===== config.mk =====
export PLATFORM = sky130hd
export DESIGN_NAME = deque_with_linear_search
export DESIGN_NICKNAME = d
export VERILOG_FILES = /design/src/rtl/core/dqls_pkg.sv /design/src/rtl/core/dqls_ram.sv /design/src/rtl/core/dqls_ctrl.sv /design/src/rtl/core/deque_with_linear_search.sv
export SDC_FILE = /design/constraint.sdc
export NUM_CORES = 1
export LEC_CHECK = 0
export ABC_CLOCK_PERIOD_IN_PS = 14320
export BUFFER_PORTS_ARGS = -buffer_cell sky130_fd_sc_hd__buf_2
export CORE_ASPECT_RATIO = 1.25
export CORE_MARGIN = 3
export CORE_UTILIZATION = 60
export CTS_CLUSTER_DIAMETER = 150
export DETAILED_ROUTE_END_ITERATION = 8
export PLACE_DENSITY_LB_ADDON = 0.15
export SETUP_SLACK_MARGIN = 0.5
export SYNTH_ARGS = -nofsm -noshare
export SYNTH_HDL_FRONTEND = slang
export SYNTH_SLANG_ARGS = --single-unit

===== constraint.sdc =====
create_clock -name i_clk -period 14.32 [get_ports i_clk]
set_clock_uncertainty 0.05 [all_clocks]
set_input_delay 2.864 -clock i_clk [delete_from_list [all_inputs] [get_ports i_clk]]
set_output_delay 2.864 -clock i_clk [all_outputs]
set_load 0.01 [all_outputs]

===== src/rtl/core/dqls_pkg.sv =====
// ----------------------------------------------------------------------------
// dqls_pkg
// Shared types, sizes and helpers for the double-ended queue with search.
// ----------------------------------------------------------------------------
package dqls_pkg;

    localparam int DEPTH   = 16;
    localparam int PTR_W   = (DEPTH > 1) ? $clog2(DEPTH) : 1;
    localparam int CNT_W   = $clog2(DEPTH + 1);
    localparam int DATA_W  = 32;
    localparam int CMD_W   = 3;
    localparam int STAT_W  = 2;
    localparam int POS_W   = 5;
    localparam int OCC_W   = 5;
    localparam int S_TDATA_W = 32;
    localparam int M_TDATA_W = 16;

    localparam logic [POS_W-1:0] NO_POSITION = '1;

    typedef enum logic [CMD_W-1:0] {
        CMD_PUSH_FRONT = 3'd0,
        CMD_PUSH_BACK  = 3'd1,
        CMD_POP_FRONT  = 3'd2,
        CMD_POP_BACK   = 3'd3,
        CMD_SEARCH     = 3'd4
    } t_cmd;

    typedef enum logic [STAT_W-1:0] {
        ST_OK        = 2'd0,
        ST_EMPTY     = 2'd1,
        ST_FULL      = 2'd2,
        ST_NOT_FOUND = 2'd3
    } t_status;

    typedef struct packed {
        t_status           status;
        logic [POS_W-1:0]  pos;
        logic [OCC_W-1:0]  occ;
    } t_result;

    // (ptr + off) mod DEPTH, both operands below DEPTH
    function automatic logic [PTR_W-1:0] ring_add(input logic [PTR_W-1:0] ptr,
                                                  input logic [PTR_W-1:0] off);
        logic [PTR_W:0] sum;
        sum = {1'b0, ptr} + {1'b0, off};
        if (sum >= (PTR_W+1)'(DEPTH)) begin
            sum = sum - (PTR_W+1)'(DEPTH);
        end
        return sum[PTR_W-1:0];
    endfunction

endpackage


===== src/rtl/core/dqls_ram.sv =====
// ----------------------------------------------------------------------------
// dqls_ram
// Simple dual-port synchronous RAM, one write and one registered read port.
// ----------------------------------------------------------------------------
module dqls_ram #(
    parameter int DEPTH_P = 16,
    parameter int WIDTH_P = 32
) (
    input  logic                                     i_clk,
    input  logic                                     i_wr_en,
    input  logic [((DEPTH_P > 1) ? $clog2(DEPTH_P) : 1)-1:0] i_wr_addr,
    input  logic [WIDTH_P-1:0]                       i_wr_data,
    input  logic                                     i_rd_en,
    input  logic [((DEPTH_P > 1) ? $clog2(DEPTH_P) : 1)-1:0] i_rd_addr,
    output logic [WIDTH_P-1:0]                       o_rd_data
);

    logic [WIDTH_P-1:0] r_mem [DEPTH_P];
    logic [WIDTH_P-1:0] r_rd_data;

    always_ff @(posedge i_clk) begin
        if (i_wr_en) begin
            r_mem[i_wr_addr] <= i_wr_data;
        end
    end

    always_ff @(posedge i_clk) begin
        if (i_rd_en) begin
            r_rd_data <= r_mem[i_rd_addr];
        end
    end

    assign o_rd_data = r_rd_data;

endmodule


===== src/rtl/core/dqls_ctrl.sv =====
// ----------------------------------------------------------------------------
// dqls_ctrl
// Command sequencer: ring pointers, push/pop writes and the search scan
// over the entry store.
// ----------------------------------------------------------------------------
module dqls_ctrl (
    input  logic                    i_clk,
    input  logic                    i_rst_n,
    input  logic                    i_valid,
    output logic                    o_ready,
    input  dqls_pkg::t_cmd          i_cmd,
    input  logic [dqls_pkg::DATA_W-1:0] i_value,
    output logic                    o_res_valid,
    input  logic                    i_res_ready,
    output dqls_pkg::t_result       o_res
);

    import dqls_pkg::*;

    typedef enum logic [1:0] {
        S_IDLE,
        S_SCAN,
        S_DONE
    } t_state;

    t_state              r_state, n_state;
    logic [PTR_W-1:0]    r_front, n_front;
    logic [CNT_W-1:0]    r_count, n_count;
    logic [PTR_W-1:0]    r_idx,   n_idx;
    logic [DATA_W-1:0]   r_key,   n_key;
    t_status             r_status, n_status;
    logic [POS_W-1:0]    r_pos,   n_pos;

    logic                wr_en;
    logic [PTR_W-1:0]    wr_addr;
    logic                rd_en;
    logic [PTR_W-1:0]    rd_addr;
    logic [DATA_W-1:0]   rd_data;
    logic [PTR_W-1:0]    idx_next;

    assign idx_next = r_idx + PTR_W'(1);

    dqls_ram #(
        .DEPTH_P (DEPTH),
        .WIDTH_P (DATA_W)
    ) u_store (
        .i_clk     (i_clk),
        .i_wr_en   (wr_en),
        .i_wr_addr (wr_addr),
        .i_wr_data (i_value),
        .i_rd_en   (rd_en),
        .i_rd_addr (rd_addr),
        .o_rd_data (rd_data)
    );

    always_comb begin
        n_state  = r_state;
        n_front  = r_front;
        n_count  = r_count;
        n_idx    = r_idx;
        n_key    = r_key;
        n_status = r_status;
        n_pos    = r_pos;
        wr_en    = 1'b0;
        wr_addr  = r_front;
        rd_en    = 1'b0;
        rd_addr  = r_front;
        o_ready  = 1'b0;
        o_res_valid = 1'b0;

        unique case (r_state)
            S_IDLE: begin
                o_ready = 1'b1;
                if (i_valid) begin
                    n_status = ST_OK;
                    n_pos    = NO_POSITION;
                    n_state  = S_DONE;
                    case (i_cmd)
                        CMD_PUSH_FRONT: begin
                            if (r_count >= CNT_W'(DEPTH)) begin
                                n_status = ST_FULL;
                            end else begin
                                n_front = (r_front == '0) ? PTR_W'(DEPTH - 1)
                                                          : r_front - PTR_W'(1);
                                wr_en   = 1'b1;
                                wr_addr = n_front;
                                n_count = r_count + CNT_W'(1);
                            end
                        end
                        CMD_PUSH_BACK: begin
                            if (r_count >= CNT_W'(DEPTH)) begin
                                n_status = ST_FULL;
                            end else begin
                                wr_en   = 1'b1;
                                wr_addr = ring_add(r_front, r_count[PTR_W-1:0]);
                                n_count = r_count + CNT_W'(1);
                            end
                        end
                        CMD_POP_FRONT: begin
                            if (r_count == '0) begin
                                n_status = ST_EMPTY;
                            end else begin
                                n_front = ring_add(r_front, PTR_W'(1));
                                n_count = r_count - CNT_W'(1);
                            end
                        end
                        CMD_POP_BACK: begin
                            if (r_count == '0) begin
                                n_status = ST_EMPTY;
                            end else begin
                                n_count = r_count - CNT_W'(1);
                            end
                        end
                        CMD_SEARCH: begin
                            if (r_count == '0) begin
                                n_status = ST_NOT_FOUND;
                            end else begin
                                rd_en   = 1'b1;
                                rd_addr = r_front;
                                n_key   = i_value;
                                n_idx   = '0;
                                n_state = S_SCAN;
                            end
                        end
                        default: begin
                        end
                    endcase
                end
            end
            S_SCAN: begin
                if (rd_data == r_key) begin
                    n_status = ST_OK;
                    n_pos    = POS_W'(r_idx);
                    n_state  = S_DONE;
                end else if (CNT_W'(r_idx) + CNT_W'(1) == r_count) begin
                    n_status = ST_NOT_FOUND;
                    n_state  = S_DONE;
                end else begin
                    rd_en   = 1'b1;
                    rd_addr = ring_add(r_front, idx_next);
                    n_idx   = idx_next;
                end
            end
            S_DONE: begin
                o_res_valid = 1'b1;
                if (i_res_ready) begin
                    n_state = S_IDLE;
                end
            end
            default: begin
                n_state = S_IDLE;
            end
        endcase
    end

    always_ff @(posedge i_clk) begin
        if (!i_rst_n) begin
            r_state <= S_IDLE;
            r_front <= '0;
            r_count <= '0;
        end else begin
            r_state <= n_state;
            r_front <= n_front;
            r_count <= n_count;
        end
        r_idx    <= n_idx;
        r_key    <= n_key;
        r_status <= n_status;
        r_pos    <= n_pos;
    end

    assign o_res.status = r_status;
    assign o_res.pos    = r_pos;
    assign o_res.occ    = OCC_W'(r_count);

endmodule


===== src/rtl/core/deque_with_linear_search.sv =====
// ----------------------------------------------------------------------------
// deque_with_linear_search
// Bounded double-ended queue of signed 32-bit words with a front-first search.
// Push and pop: one item at a time; the result is registered in the sequencer,
// then in the output register. Search: one entry compared per cycle off the
// store's single registered read port, up to the stored count of entries.
// Output register frees the sequencer while a result waits for tready.
// Synchronous active-low reset empties the queue; entry contents are not cleared.
// ----------------------------------------------------------------------------
module deque_with_linear_search (
    input  logic        i_clk,
    input  logic        i_rst_n,
    input  logic        s_tvalid,
    output logic        s_tready,
    input  logic [dqls_pkg::S_TDATA_W-1:0] s_tdata,  // [31:0] item_value
    input  logic [dqls_pkg::CMD_W-1:0]     s_tuser,  // [2:0] command
    output logic        m_tvalid,
    input  logic        m_tready,
    output logic [dqls_pkg::M_TDATA_W-1:0] m_tdata,  // [4:0] found_position,
                                                      // [9:5] occupancy, rest 0
    output logic [dqls_pkg::STAT_W-1:0]    m_tuser   // [1:0] status
);

    import dqls_pkg::*;

    logic     res_valid;
    logic     res_ready;
    t_result  res;
    logic     r_out_valid;
    t_result  r_out;

    dqls_ctrl u_ctrl (
        .i_clk       (i_clk),
        .i_rst_n     (i_rst_n),
        .i_valid     (s_tvalid),
        .o_ready     (s_tready),
        .i_cmd       (t_cmd'(s_tuser)),
        .i_value     (s_tdata[DATA_W-1:0]),
        .o_res_valid (res_valid),
        .i_res_ready (res_ready),
        .o_res       (res)
    );

    assign res_ready = !r_out_valid || m_tready;

    always_ff @(posedge i_clk) begin
        if (!i_rst_n) begin
            r_out_valid <= 1'b0;
        end else if (res_ready) begin
            r_out_valid <= res_valid;
        end
        if (res_ready && res_valid) begin
            r_out <= res;
        end
    end

    assign m_tvalid = r_out_valid;
    assign m_tuser  = r_out.status;
    assign m_tdata  = {(M_TDATA_W - POS_W - OCC_W)'(0), r_out.occ, r_out.pos};

    a_occ_bound: assert property (@(posedge i_clk) disable iff (!i_rst_n)
        m_tvalid |-> (m_tdata[9:5] <= OCC_W'(DEPTH)))
        else $error("occupancy above depth");

    a_full_occ: assert property (@(posedge i_clk) disable iff (!i_rst_n)
        (m_tvalid && m_tuser == ST_FULL) |-> (m_tdata[9:5] == OCC_W'(DEPTH)))
        else $error("full status with room left");

    a_empty_occ: assert property (@(posedge i_clk) disable iff (!i_rst_n)
        (m_tvalid && m_tuser == ST_EMPTY) |-> (m_tdata[9:5] == '0))
        else $error("empty status with entries stored");

    a_pos_valid: assert property (@(posedge i_clk) disable iff (!i_rst_n)
        (m_tvalid && m_tdata[4:0] != NO_POSITION) |->
            (m_tuser == ST_OK && m_tdata[4:0] < m_tdata[9:5]))
        else $error("found position outside stored window");

endmodule


==> metrics.txt <==
status=completed; Ys Warns=0; Nets=about 1600; Simple-Gate Fraction of Synth Area=approximately 4.5%; Post-CTS Setup Bufs=0; Critical Path Start Type=input pin; top_reg_cell synth=edfxtp_1; Syn Area/Cell=16.4 um2; top post-synthesis cells by count=599 x edfxtp_1, 131 x mux2i_1, 82 x nand2_1; clk slew on worst S/H paths=0.06 ns; via count=13600; Finish-stage setup viols=0; crit path DAT=~5.6 ns; P_leak=0.00987 uW; fillers=around 2800; Hold Startpoint=u_ctrl.r_status[0]; Die W=about 190 um; Pre-antenna DRT Iters=5; Worst Slack Setup Final=8.90 ns; Min-Delay Endpoint=m_tuser[0]; Mapped Cells=between 1500 and 2000; post-DP HPWL=31100 um; Die Y=233 um; R2R setup slack=9.19 ns; largest family of logic cells by synthesized area=compound AO/OA/AOI/OAI gates; NetSw=748 uW; largest net degree at the start of global routing=between 80 and 90; CTS tree=yes; grt ovf=0; worst-margin pin slew=1.24 ns; Iter 0 DRT Violations=1407; number of synthesized flops with an enable pin=~600; initial antenna violation count=1; pre-CTS WS=roughly 8.4 ns; Switching Share=roughly a fifth; synth unique cells=between 50 and 60; post-route ant nets=0; kind of end point of the critical path=register; min cycle time layout=5.42 ns; Hold Path Cell Cnt=0; post-synthesis mux area share=under 10%; I/O pins=a little under 60; VDD IR max=approximately 0.00011 V; Clock Sink Count=around 600; Skew-Pair Late Insertion Delay=roughly 0.6 ns; PD cells=131 mW/mm2; num rows=between 80 and 90; drt total wl=roughly 55000 um; FF-to-FF Start=u_ctrl.u_store.o_rd_data[1]; Seq pwr share=between 50% and 60%; Post-Synth Adder-Cell Area=0.847%; total track usage=25.3%; first-pass GRT wire length=slightly above 80000 um; Via density=6.31; Residual DRC=0; Crit Path Class=input pin to register; gpl congestion=around 0.88; Initial Util=roughly 61%; share of cells above drive strength 1=between 10% and 20%; Inst Count DP=between 2000 and 2500; Final TNS setup=0 ns; total CTS buffers=between 50 and 60; RSZ-0062 raised after global routing=false; combinational fraction of design power=around 5.2%; multi-input logic area=0.00609 mm2; Worst slew margin=between 10% and 20%; htree depth=2; largest cells by area after synthesis=edfxtp_1 73%, mux2i_1 5.3%, mux2_2 2.9%, o211a_1 2.7%, o221ai_1 2.3%; cts repair resizes=0; CTS root buffer=clkbuf_16; Final Hold Viols=0; clock group share of total power=roughly 39%; Max-cap violations=0; Util after Layout=approximately 68%; reg-to-reg endpoint=u_ctrl.u_store.o_rd_data[1]; Post-synth ARST share=0%; post-synthesis register bit count=611; Tcrit/Tclk final=37.9%; synthesized area=approximately 0.025 mm2; Longest Clk Path Bufs=3; synthesis-to-finish area growth=10.8%; vias in the first global route=between 10000 and 15000; XOR/XNOR Fraction of Synth Area=approximately 1.7%; Reg area=~0.018 mm2; hold_buf cts=0; Core Area=around 0.04 mm2; Peak Freq=0.184 GHz; CP Max Fanout=32; FF-to-FF path depth=10; hold crit path type=register to register; Die Area=~0.044 mm2; Wirelength per Cell=roughly 26 um; Port Buf Inserts=52; dominant cell type by area after synthesis=edfxtp_1; WP data required=about 14 ns; sequential area share after synthesis=between 70 and 80%; post-synth top area share=between 70% and 80%; Pint=about 2800 uW; Slew Viols, Final=0; Cell Count, Final, Fillers Out=roughly 2200; Compound-Gate Fraction of Synth Area=under 10%; final hold slack=roughly 0.37 ns; most frequent cell after synthesis=edfxtp_1
how the worst max path moves through the flow:
stage          startpoint                          end  slack (ns)  depth (start not counted)
3_3_place_gp     s_tvalid  u_ctrl.u_store.r_mem[3][18]        8.48                          7
5_1_grt          s_tvalid  u_ctrl.u_store.r_mem[3][15]        8.74                          7
4_1_cts          s_tvalid  u_ctrl.u_store.r_mem[3][15]        9.01                          7
3_5_place_dp     s_tvalid  u_ctrl.u_store.r_mem[3][18]        8.42                          7
6_report         s_tvalid  u_ctrl.u_store.r_mem[3][15]        8.90                          7
2_1_floorplan  s_tuser[2]  u_ctrl.u_store.o_rd_data[0]        7.59                          4
metal layers:
metal,wire (um),share of wire [%],vias up,global-route usage (%)
li1,-,-,6073,-
met1,22400,40,6896,34.2
met2,27500,50,547,42.4
met3,3680,6.7,111,3.65
met4,1740,3.1,0,9.15
met5,0,0,-,0
state kept, by name, indices dropped and copies added, names as in the netlist:
name,cells
m_tdata,10
m_tuser,2
m_tvalid,1
u_ctrl.r_count,5
u_ctrl.r_front,4
u_ctrl.r_idx,4
u_ctrl.r_key,32
u_ctrl.r_pos,5
u_ctrl.r_state,2
u_ctrl.r_status,2
u_ctrl.u_store.o_rd_data,32
u_ctrl.u_store.r_mem,512
placed cells by master (no fill, tap or decap), types with 19 or more instances in the layout:
| cell type | instances |
|---|---|
| inv_1 | 76 |
| clkbuf_16 | 59 |
| nor2_1 | 22 |
| o211a_1 | 66 |
| buf_4 | 24 |
| xnor2_1 | 42 |
| mux2i_1 | 131 |
| buf_2 | 52 |
| mux2_2 | 63 |
| o22ai_1 | 65 |
| edfxtp_1 | 599 |
| o221ai_1 | 64 |
| or4_1 | 34 |
| nand2_1 | 80 |
| clkbuf_1 | 19 |
logic make-up (layout without fill, tap and decap cells):
kind of cell               after synthesis  after routing
AOI/OAI and AO/OA                      259            259
xor gates and xnor gates                49             49
adders and majority gates               15             15
buffers and inverters                  163            256
DFF                                    611            611
muxes                                  195            195
other                                    1              7
and+or+nand+nor                        222            222
power by group through the flow:
stage	clock [uW]	sequential [uW]	combinational, uW
floorplan	0	2020	120
global placement	0	2030	182
detailed placement	0	2030	187
CTS	1440	1990	188
global route	1510	1990	203
finish	1410	1990	187
final cells by class:
| cell class | instances | area share (%) |
|---|---|---|
| antenna | 1 | 0.00911 |
| clock inverter | 25 | 0.724 |
| clock buffer | 78 | 5.63 |
| tap | 546 | 2.49 |
| multi-input combinational | 746 | 22.2 |
| timing repair buffer | 76 | 1.60 |
| inverter | 77 | 1.05 |
| sequential | 611 | 66.3 |
stage by stage:
step                power (uW)  cell area, um2
floorplan                 2140           24800
global placement          2210           25700
detailed placement        2210           25700
CTS                       3610           27500
global route              3700           27500
finish                    3590           27500
critical path, cell delays in order:
cell and delay (ns):
buf_2 0.09, nand2_1 0.13, nor3_1 0.50, a21oi_1 0.14
a21oi_1 0.32, nand3_1 0.42, nor2_4 1.08
(Power assumes the default switching activity.)
